==> src/rtl/brle_pkg.sv <==
// ----------------------------------------------------------------------------
// brle_pkg
// Shared types and constants of the binary run length encoder: result word
// layout, the bundle a step hands to the result queue, and queue sizing.
// ----------------------------------------------------------------------------
package brle_pkg;

   // Field widths
   localparam int CODE_W    = 16;   // width of a code word / rsp_tdata
   localparam int CW_W      = 5;    // width of the code width register
   localparam logic [CW_W-1:0] CW_RESET = 5'd8;

   // One step emits at most this many words
   localparam int STEP_MAX  = 3;
   localparam int STEP_N_W  = $clog2(STEP_MAX + 1);

   // Result queue sizing
   localparam int QUEUE_DEPTH = 4;
   localparam int QPTR_W      = $clog2(QUEUE_DEPTH);
   localparam int QCNT_W      = $clog2(QUEUE_DEPTH + 1);

   // One result word
   typedef struct packed {
      logic [CODE_W-1:0] code;
      logic              hdr;
      logic              lst;
   } result_type;

   // Words produced by one step, in order from item[0]
   typedef struct packed {
      logic                         valid;
      logic [STEP_N_W-1:0]          count;
      result_type [STEP_MAX-1:0]    item;
   } push_type;

endpackage

==> src/rtl/brle_in_reg.sv <==
// ----------------------------------------------------------------------------
// brle_in_reg
// Input register: captures one input word and holds it until the encoder
// step consumes it. Accepts a new word in the same cycle the old one leaves.
// ----------------------------------------------------------------------------
module brle_in_reg (
   input  logic clock,
   input  logic reset,
   input  logic req_tvalid,
   output logic req_tready,
   input  logic req_bit,
   input  logic req_eos,
   input  logic take,
   output logic held_valid,
   output logic held_bit,
   output logic held_eos
);

   logic valid_ff, valid_in;
   logic bit_ff;
   logic eos_ff;

   // Free when empty or when the held word is consumed this cycle
   assign req_tready = !valid_ff || take;

   always_comb begin
      valid_in = valid_ff;
      if (req_tready) begin
         valid_in = req_tvalid;
      end
   end

   // Hold control state
   always_ff @(posedge clock) begin
      if (reset) begin
         valid_ff <= 1'b0;
      end else begin
         valid_ff <= valid_in;
      end
   end

   // Capture payload on accept
   always_ff @(posedge clock) begin
      if (req_tvalid && req_tready) begin
         bit_ff <= req_bit;
         eos_ff <= req_eos;
      end
   end

   assign held_valid = valid_ff;
   assign held_bit   = bit_ff;
   assign held_eos   = eos_ff;

endmodule

==> src/rtl/brle_step.sv <==
// ----------------------------------------------------------------------------
// brle_step
// Encoder step: run state, code width register and the combinational logic
// that turns one held bit into zero to three result words.
// ----------------------------------------------------------------------------
module brle_step #(
   parameter int LIMIT_WIDTH = 16
) (
   input  logic                        clock,
   input  logic                        reset,
   input  logic                        csr_wr_en,
   input  logic [brle_pkg::CW_W-1:0]   csr_wr_data,
   input  logic                        held_valid,
   input  logic                        held_bit,
   input  logic                        held_eos,
   input  logic [brle_pkg::QCNT_W-1:0] space,
   output logic                        take,
   output brle_pkg::push_type          push
);

   localparam logic [brle_pkg::CW_W-1:0] LIMIT =
      brle_pkg::CW_W'((LIMIT_WIDTH < brle_pkg::CODE_W) ? LIMIT_WIDTH : brle_pkg::CODE_W);

   logic [brle_pkg::CW_W-1:0]   code_width_ff, code_width_in;
   logic                        started_ff, started_in;
   logic                        cur_bit_ff, cur_bit_in;
   logic [brle_pkg::CODE_W-1:0] count_ff, count_in;

   logic [brle_pkg::CW_W-1:0]   width;
   logic [brle_pkg::CODE_W-1:0] max_code;
   logic [brle_pkg::CODE_W-1:0] sat_count;
   logic [brle_pkg::CODE_W-1:0] run_next;
   logic                        run_bit;
   logic                        run_started;
   logic [brle_pkg::STEP_N_W-1:0] n_run;
   brle_pkg::result_type [brle_pkg::STEP_MAX-1:0] words;
   brle_pkg::result_type        flush_word;

   // Clamp the code width and form the largest code
   always_comb begin
      width = (code_width_ff == '0) ? brle_pkg::CW_W'(1) : code_width_ff;
      if (width > LIMIT) begin
         width = LIMIT;
      end
      max_code = {brle_pkg::CODE_W{1'b1}} >> (brle_pkg::CW_W'(brle_pkg::CODE_W) - width);
   end

   // Run update: header, bit change, overflow or plain extend
   always_comb begin
      words       = '0;
      n_run       = '0;
      run_bit     = cur_bit_ff;
      run_started = started_ff;
      run_next    = count_ff;
      priority if (!started_ff) begin
         words[0].code = {{(brle_pkg::CODE_W-1){1'b0}}, held_bit};
         words[0].hdr  = 1'b1;
         n_run         = brle_pkg::STEP_N_W'(1);
         run_started   = 1'b1;
         run_bit       = held_bit;
         run_next      = brle_pkg::CODE_W'(1);
      end else if (held_bit != cur_bit_ff) begin
         words[0].code = (count_ff > max_code) ? max_code : count_ff;
         n_run         = brle_pkg::STEP_N_W'(1);
         run_bit       = held_bit;
         run_next      = brle_pkg::CODE_W'(1);
      end else if (count_ff >= max_code) begin
         words[0].code = max_code;
         n_run         = brle_pkg::STEP_N_W'(2);
         run_next      = brle_pkg::CODE_W'(1);
      end else begin
         run_next      = count_ff + brle_pkg::CODE_W'(1);
      end
   end

   // Append the flush word on end of stream, then consume the held word
   // once the queue has room for all its results
   always_comb begin
      sat_count       = (run_next > max_code) ? max_code : run_next;
      flush_word.code = sat_count;
      flush_word.hdr  = 1'b0;
      flush_word.lst  = 1'b1;
      push.item       = words;
      push.count      = n_run;
      if (held_eos) begin
         push.count = n_run + brle_pkg::STEP_N_W'(1);
         unique case (n_run)
            2'd0:    push.item[0] = flush_word;
            2'd1:    push.item[1] = flush_word;
            default: push.item[2] = flush_word;
         endcase
      end
      take       = held_valid && (brle_pkg::QCNT_W'(push.count) <= space);
      push.valid = take && (push.count != '0);
   end

   // Next run state
   always_comb begin
      started_in = started_ff;
      cur_bit_in = cur_bit_ff;
      count_in   = count_ff;
      if (take) begin
         if (held_eos) begin
            started_in = 1'b0;
            cur_bit_in = 1'b0;
            count_in   = '0;
         end else begin
            started_in = run_started;
            cur_bit_in = run_bit;
            count_in   = run_next;
         end
      end
      code_width_in = csr_wr_en ? csr_wr_data : code_width_ff;
   end

   always_ff @(posedge clock) begin
      if (reset) begin
         code_width_ff <= brle_pkg::CW_RESET;
         started_ff    <= 1'b0;
         cur_bit_ff    <= 1'b0;
         count_ff      <= '0;
      end else begin
         code_width_ff <= code_width_in;
         started_ff    <= started_in;
         cur_bit_ff    <= cur_bit_in;
         count_ff      <= count_in;
      end
   end

endmodule

==> src/rtl/brle_out_queue.sv <==
// ----------------------------------------------------------------------------
// brle_out_queue
// Result queue: takes up to three words from one step at once and drains
// one word per cycle toward the result channel while it is ready.
// ----------------------------------------------------------------------------
module brle_out_queue (
   input  logic                          clock,
   input  logic                          reset,
   input  brle_pkg::push_type            push,
   output logic [brle_pkg::QCNT_W-1:0]   space,
   output logic                          rsp_tvalid,
   input  logic                          rsp_tready,
   output brle_pkg::result_type          rsp_word
);

   brle_pkg::result_type [brle_pkg::QUEUE_DEPTH-1:0] entries_ff;
   logic [brle_pkg::QPTR_W-1:0] wr_ptr_ff, wr_ptr_in;
   logic [brle_pkg::QPTR_W-1:0] rd_ptr_ff, rd_ptr_in;
   logic [brle_pkg::QCNT_W-1:0] cnt_ff, cnt_in;
   logic [brle_pkg::QCNT_W-1:0] push_n;
   logic                        pop;

   assign rsp_tvalid = (cnt_ff != '0);
   assign rsp_word   = entries_ff[rd_ptr_ff];
   assign pop        = rsp_tvalid && rsp_tready;
   assign space      = brle_pkg::QCNT_W'(brle_pkg::QUEUE_DEPTH) - cnt_ff;
   assign push_n     = push.valid ? brle_pkg::QCNT_W'(push.count) : '0;

   // Advance pointers and fill count
   always_comb begin
      wr_ptr_in = wr_ptr_ff + brle_pkg::QPTR_W'(push_n);
      rd_ptr_in = rd_ptr_ff + brle_pkg::QPTR_W'(pop);
      cnt_in    = cnt_ff + push_n - brle_pkg::QCNT_W'(pop);
   end

   always_ff @(posedge clock) begin
      if (reset) begin
         wr_ptr_ff <= '0;
         rd_ptr_ff <= '0;
         cnt_ff    <= '0;
      end else begin
         wr_ptr_ff <= wr_ptr_in;
         rd_ptr_ff <= rd_ptr_in;
         cnt_ff    <= cnt_in;
      end
   end

   // Write the step's words at consecutive slots
   always_ff @(posedge clock) begin
      for (int i = 0; i < brle_pkg::STEP_MAX; i++) begin
         if (push.valid && (brle_pkg::STEP_N_W'(i) < push.count)) begin
            entries_ff[brle_pkg::QPTR_W'(wr_ptr_ff + brle_pkg::QPTR_W'(i))] <= push.item[i];
         end
      end
   end

   // Fill count never passes the depth
   a_cnt_bound: assert property (@(posedge clock) disable iff (reset)
      cnt_ff <= brle_pkg::QCNT_W'(brle_pkg::QUEUE_DEPTH))
      else $error("result queue count past depth");

   // A step only pushes what fits
   a_push_fits: assert property (@(posedge clock) disable iff (reset)
      push.valid |-> (push_n <= space))
      else $error("result queue overrun");

   // A lone pop drops the count by one
   a_pop_count: assert property (@(posedge clock) disable iff (reset)
      (pop && !push.valid) |=> (cnt_ff == $past(cnt_ff) - brle_pkg::QCNT_W'(1)))
      else $error("result queue count slip on pop");

endmodule

==> src/rtl/binary_run_length_encoder.sv <==
// ----------------------------------------------------------------------------
// binary_run_length_encoder
// Encodes a bit stream as a header bit followed by fixed width run lengths.
// ----------------------------------------------------------------------------
// The block takes one bit per cycle on the req_ channel while the result
// queue has room, and returns its code words on the rsp_ channel, one word
// per cycle while rsp_tready is high. A bit is held in an input register,
// then the encoder step moves its results (zero to three words) into a
// four-word result queue, whose fill count drives rsp_tvalid. A bit that
// causes at most one word sustains one item per cycle while rsp_tready is
// high; an item whose words do not fit the free queue slots waits in the
// input register until they do, so overflow and end of stream items can
// hold the input once the queue is full. The code width register takes
// effect on the next item; write it only while no words are pending. A
// change in the middle of a stream applies to the run being counted.
// ----------------------------------------------------------------------------
module binary_run_length_encoder #(
   parameter int MAX_CODE_WIDTH = 16
) (
   input  logic        clock,
   input  logic        reset,
   // Configuration
   input  logic        csr_wr_en,
   input  logic [4:0]  csr_wr_data,   // code_width
   // Input bits
   input  logic        req_tvalid,
   output logic        req_tready,
   input  logic [7:0]  req_tdata,     // [0] bit_value, [7:1] zero
   input  logic        req_tlast,     // end_of_stream
   // Result words
   output logic        rsp_tvalid,
   input  logic        rsp_tready,
   output logic [15:0] rsp_tdata,     // [15:0] code_value
   output logic        rsp_tuser,     // [0] is_header
   output logic        rsp_tlast      // last
);

   logic                        take;
   logic                        held_valid;
   logic                        held_bit;
   logic                        held_eos;
   logic [brle_pkg::QCNT_W-1:0] space;
   brle_pkg::push_type          push;
   brle_pkg::result_type        rsp_word;

   // Hold the incoming bit
   brle_in_reg u_in_reg (
      .clock      (clock),
      .reset      (reset),
      .req_tvalid (req_tvalid),
      .req_tready (req_tready),
      .req_bit    (req_tdata[0]),
      .req_eos    (req_tlast),
      .take       (take),
      .held_valid (held_valid),
      .held_bit   (held_bit),
      .held_eos   (held_eos)
   );

   // Update the run and form its words
   brle_step #(
      .LIMIT_WIDTH (MAX_CODE_WIDTH)
   ) u_step (
      .clock       (clock),
      .reset       (reset),
      .csr_wr_en   (csr_wr_en),
      .csr_wr_data (csr_wr_data),
      .held_valid  (held_valid),
      .held_bit    (held_bit),
      .held_eos    (held_eos),
      .space       (space),
      .take        (take),
      .push        (push)
   );

   // Queue the words toward the result channel
   brle_out_queue u_out_queue (
      .clock      (clock),
      .reset      (reset),
      .push       (push),
      .space      (space),
      .rsp_tvalid (rsp_tvalid),
      .rsp_tready (rsp_tready),
      .rsp_word   (rsp_word)
   );

   assign rsp_tdata = rsp_word.code;
   assign rsp_tuser = rsp_word.hdr;
   assign rsp_tlast = rsp_word.lst;

endmodule

==> config.mk <==
export PLATFORM = sky130hd
export DESIGN_NAME = binary_run_length_encoder
export DESIGN_NICKNAME = d
export VERILOG_FILES = /design/src/rtl/brle_pkg.sv /design/src/rtl/brle_in_reg.sv /design/src/rtl/brle_step.sv /design/src/rtl/brle_out_queue.sv /design/src/rtl/binary_run_length_encoder.sv
export SDC_FILE = /design/constraint.sdc
export NUM_CORES = 1
export LEC_CHECK = 0
export ABC_AREA = 1
export BUFFER_PORTS_ARGS = -buffer_cell sky130_fd_sc_hd__buf_4
export CORE_UTILIZATION = 30
export DETAILED_ROUTE_END_ITERATION = 10
export MAX_ROUTING_LAYER = met4
export PLACE_DENSITY = 0.5
export SLEW_MARGIN = 25
export SYNTH_ARGS = -nofsm -noshare
export SYNTH_HDL_FRONTEND = slang
export SYNTH_SLANG_ARGS = --single-unit
export TNS_END_PERCENT = 100
==> constraint.sdc <==
create_clock -name clock -period 8.34 [get_ports clock]
set_clock_uncertainty 0.15 [all_clocks]
set_input_delay 0.417 -clock clock [delete_from_list [all_inputs] [get_ports clock]]
set_output_delay 0.417 -clock clock [all_outputs]
set_load 0.02 [all_outputs]
==> Implementation_results.wiki <==
{| class="wikitable"
! Metric !! Value
|-
| Clock buffers created by TritonCTS || 9
|-
| Buffer type at the clock tree root || clkbuf_16
|-
| IR Drop Worst-Case VDD || 0.1254 mV
|-
| Clock share of power || 19.6%
|-
| Most common cell after layout, fill and taps aside || nand2_1
|-
| Clock Pin Slew Worst Setup and Hold Paths || 0.09 ns
|-
| Final Net Count || 1410
|-
| H-tree level count || 3
|-
| Number of hold buffers added after cts || 0
|-
| Global-route wire length before repair || 45020 um
|-
| Final critical-path share of the clock period || 85.45%
|-
| Critical Path Most Common Cell || nand2_1
|-
| Core Region || 26280 um2
|-
| Clock Sink Count || 105
|-
| First-pass iteration count of the detailed router || 11
|-
| Number of global-route vias before repair || 7994
|-
| Grt total ovfl || 0
|-
| Top-level port count || 39
|-
| Global-route layer with the greatest usage || met2
|-
| Hold Vio Cnt, Final || 0
|-
| Average cell area after synthesis || a little over 6 um2
|-
| Die Y || 166.6 um
|-
| Met3 usage || 2.400%
|-
| Design internal power || 1.259 mW
|-
| Psw || between 0.9 and 1 mW
|-
| Die Span X || 166.6 um
|-
| Die area || 27750 um2
|-
| Post-synthesis async set-or-reset flop share || 0%
|-
| Global routing usage on met2 || approximately 34%
|-
| Routed wire length || 28680 um
|-
| Layout Area Growth over Synthesis || 10.52%
|-
| GP Congestion || 0.8516
|-
| Maxcap violations || 0
|-
| Ys flop type || dfxtp_1
|-
| Timing-limited maximum frequency || around 140 MHz
|-
| Worst Setup End Kind || register
|-
| Yosys warning count || 0
|-
| Via total after detailed routing || roughly 8500
|-
| Proportion of power drawn by combinational gates || between 40% and 50%
|-
| RSZ-0062 raised after global routing || false
|-
| Routed Antenna Nets || 0
|-
| Total of flip-flops plus latches after synthesis || 105
|-
| Worst-Skew Late Latency || 0.36 ns
|-
| Effective utilization at floorplan || between 30% and 40%
|-
| Max incr delay on CP || 0.66 ns
|-
| Pins Over Slew Limit || 0
|-
| Number of endpoints failing setup at the final stage || 0
|-
| Cell variety after synth || 46
|-
| Setup TNS Final || 0 ns
|-
| Vias per cell || a little over 5
|-
| Number of nets in the synthesized netlist || 1402
|-
| Post-synth EDFFs || 2
|-
| Seq/Total Area, Yosys || 26.11%
|-
| Clock period minus worst slack || 7.126 ns
|-
| Setup Fix Bufs, Post-CTS || 0
|-
| Commonest non-fill, non-tap cells in the layout || nand2_1 (462), o21ai_0 (133), a21oi_1 (122)
|-
| Sort of element at the start of the critical path || register
|-
| Remaining DRCs || 3
|-
| Post-synthesis instance area || roughly 8100 um2
|-
| Maximum number of pins on one net before global-route repair || 38
|-
| PortBufs || 31
|-
| Arrival time worst endpoint || 7.30 ns
|-
| Switching part of the total power || 44.03%
|-
| Total placed cells including tap cells || 1668
|-
| DPL Wire Length || 19740 um
|-
| Antenna fix cells || 0
|-
| Failing checks || DRC
|-
| Number of antenna violations at the first check in global routing || 0
|-
| Lkg Pwr || about 4.2 nW
|-
| Proportion of layout cells with a drive suffix above 1 || approximately 9.9%
|-
| Worst min-delay path class || primary input to register
|-
| Number of cells upsized or downsized after cts || 0
|-
| Routed wire per std cell || 17.03 um
|-
| Finished Layout Cells || 1684
|-
| Longest Clk Path Bufs || 2
|-
| Data required time of the worst path || between 8 and 9 ns
|-
| Met1 Use GR || between 20 and 30%
|-
| Relative max-transition margin || about two fifths
|-
| Synthesized instance count || 1336
|-
| Worst-Margin Slew || 0.9013 ns
|-
| Crit path max-delay cell type || nor4_1
|-
| TritonCTS clock tree || done
|-
| Num rows || 59
|-
| Power share of the sequential group || 33.3%
|-
| Critical path fanouts, max || 16
|-
| DR iter-0 viols || 778
|-
| Worst setup path class || register to register
|-
| Power density over the cells || ~250 nW/um2
|-
| Gr usage total || between 20% and 30%
|-
| Run status || finished, violations left
|}
[registers in the layout (all words and copies together) (netlist names)]
signal	cells
u_in_reg.held_bit	1
u_step.cur_bit_ff	1
u_out_queue.wr_ptr_ff	2
u_step.count_ff	16
u_step.code_width_ff	5
u_in_reg.held_eos	1
u_out_queue.entries_ff	72
u_in_reg.held_valid	1
u_step.started_ff	1
u_out_queue.rd_ptr_ff	2
u_out_queue.cnt_ff	3
[area by class of cell]
| cell class | instances | area [um2] |
|---|---|---|
| Clock buffer | 10 | 229.0 |
| Clock inverter | 6 | 58.81 |
| Fill cell | 2934 | 17300 |
| Inverter | 117 | 439.2 |
| Multi-Input combinational cell | 1059 | 5310 |
| Sequential cell | 105 | 2122 |
| Tap cell | 335 | 419.2 |
| Timing Repair Buffer | 52 | 402.9 |
[power groups by stage]
stage | clock (mW) | combinational, mW | sequential [mW]
floorplan | 0 | 0.752 | 0.737
global placement | 0 | 1.05 | 0.758
detailed placement | 0 | 1.06 | 0.760
CTS | 0.454 | 1.06 | 0.748
global route | 0.471 | 1.20 | 0.770
finish | 0.440 | 1.06 | 0.749
[path summary, 6_finish.rpt]
check,startpoint,cells after the start,end,slack [ns]
setup reg to reg,u_step.code_width_ff[2],29,u_out_queue.entries_ff[69],1.21
hold reg to reg,u_out_queue.entries_ff[19],2,u_out_queue.entries_ff[19],0.33
hold / removal,req_tdata[0],1,u_in_reg.held_bit,0.09
setup / recovery,u_step.code_width_ff[2],29,u_out_queue.entries_ff[69],1.21
[through the flow]
step	cell area [um2]	setup WS (ns)	utilization (%)	hold slack, ns	total power, mW
global placement	8693	1.281	33.08	0.3021	1.809
detailed placement	8693	1.256	33.08	0.3071	1.817
floorplan	8127	2.997	-	0.2845	1.489
CTS	8981	1.211	34.17	0.07674	2.263
global route	8981	0.4393	34.17	0.07716	2.442
finish	8981	1.214	34.17	0.08858	2.250
[Yosys cell counts, types with 2 or more instances]
cell type | instances | share of area (%)
nand2_1 | 462 | 21
o21ai_0 | 133 | 8.2
a21oi_1 | 122 | 7.5
nor2_1 | 115 | 5.3
inv_1 | 106 | 4.9
dfxtp_1 | 103 | 25
ha_1 | 46 | 7.1
nand3_1 | 45 | 2.8
clkbuf_1 | 31 | 1.4
o22ai_1 | 25 | 1.9
nand2_2 | 21 | 1.6
nand3_2 | 16 | 2.0
buf_2 | 15 | 0.92
o21ai_1 | 9 | 0.55
inv_2 | 8 | 0.37
o211ai_1 | 8 | 0.74
nor2_2 | 7 | 0.54
nand2_4 | 6 | 0.83
nor2_4 | 5 | 0.69
xnor2_1 | 5 | 0.54
buf_1 | 4 | 0.18
nand4_1 | 4 | 0.31
o21bai_1 | 4 | 0.37
xor2_1 | 4 | 0.43
a22oi_1 | 3 | 0.28
clkinv_1 | 3 | 0.14
a211oi_1 | 2 | 0.18
clkbuf_2 | 2 | 0.12
edfxtp_1 | 2 | 0.74
nor3_1 | 2 | 0.12
o21a_1 | 2 | 0.18
o221ai_1 | 2 | 0.22
[cell families (layout without fill, tap and decap cells)]
| group | after synthesis | in the layout | share of synthesized area (%) |
|---|---|---|---|
| AO/OA/AOI/OAI | 315 | 315 | 20.65 |
| XOR/XNOR | 10 | 10 | 1.309 |
| adder cells (fa/ha/maj) | 47 | 47 | 7.329 |
| buffers and inverters | 172 | 185 | 8.545 |
| flip-flops | 105 | 105 | 26.11 |
| AND/OR/NAND/NOR | 687 | 687 | 36.06 |
[per-layer routing]
layer  wire [um]  vias up  part of all wire (%)
met4         596        0                   2.1
li1            -     4367                     -
met2       12800      240                    45
met1       13890     3818                    48
met3        1397       38                   4.9
met5           0        -                     0
[worst max-delay path, delay by kind of cell (launching register included)]
family	cells	cell delay, ns
AO/OA/AOI/OAI	4	1.17
adder cells (fa/ha/maj)	3	0.71
buffers and inverters	3	0.46
flip-flops	1	0.36
AND/OR/NAND/NOR	19	4.21
(Power assumes the default switching activity.)
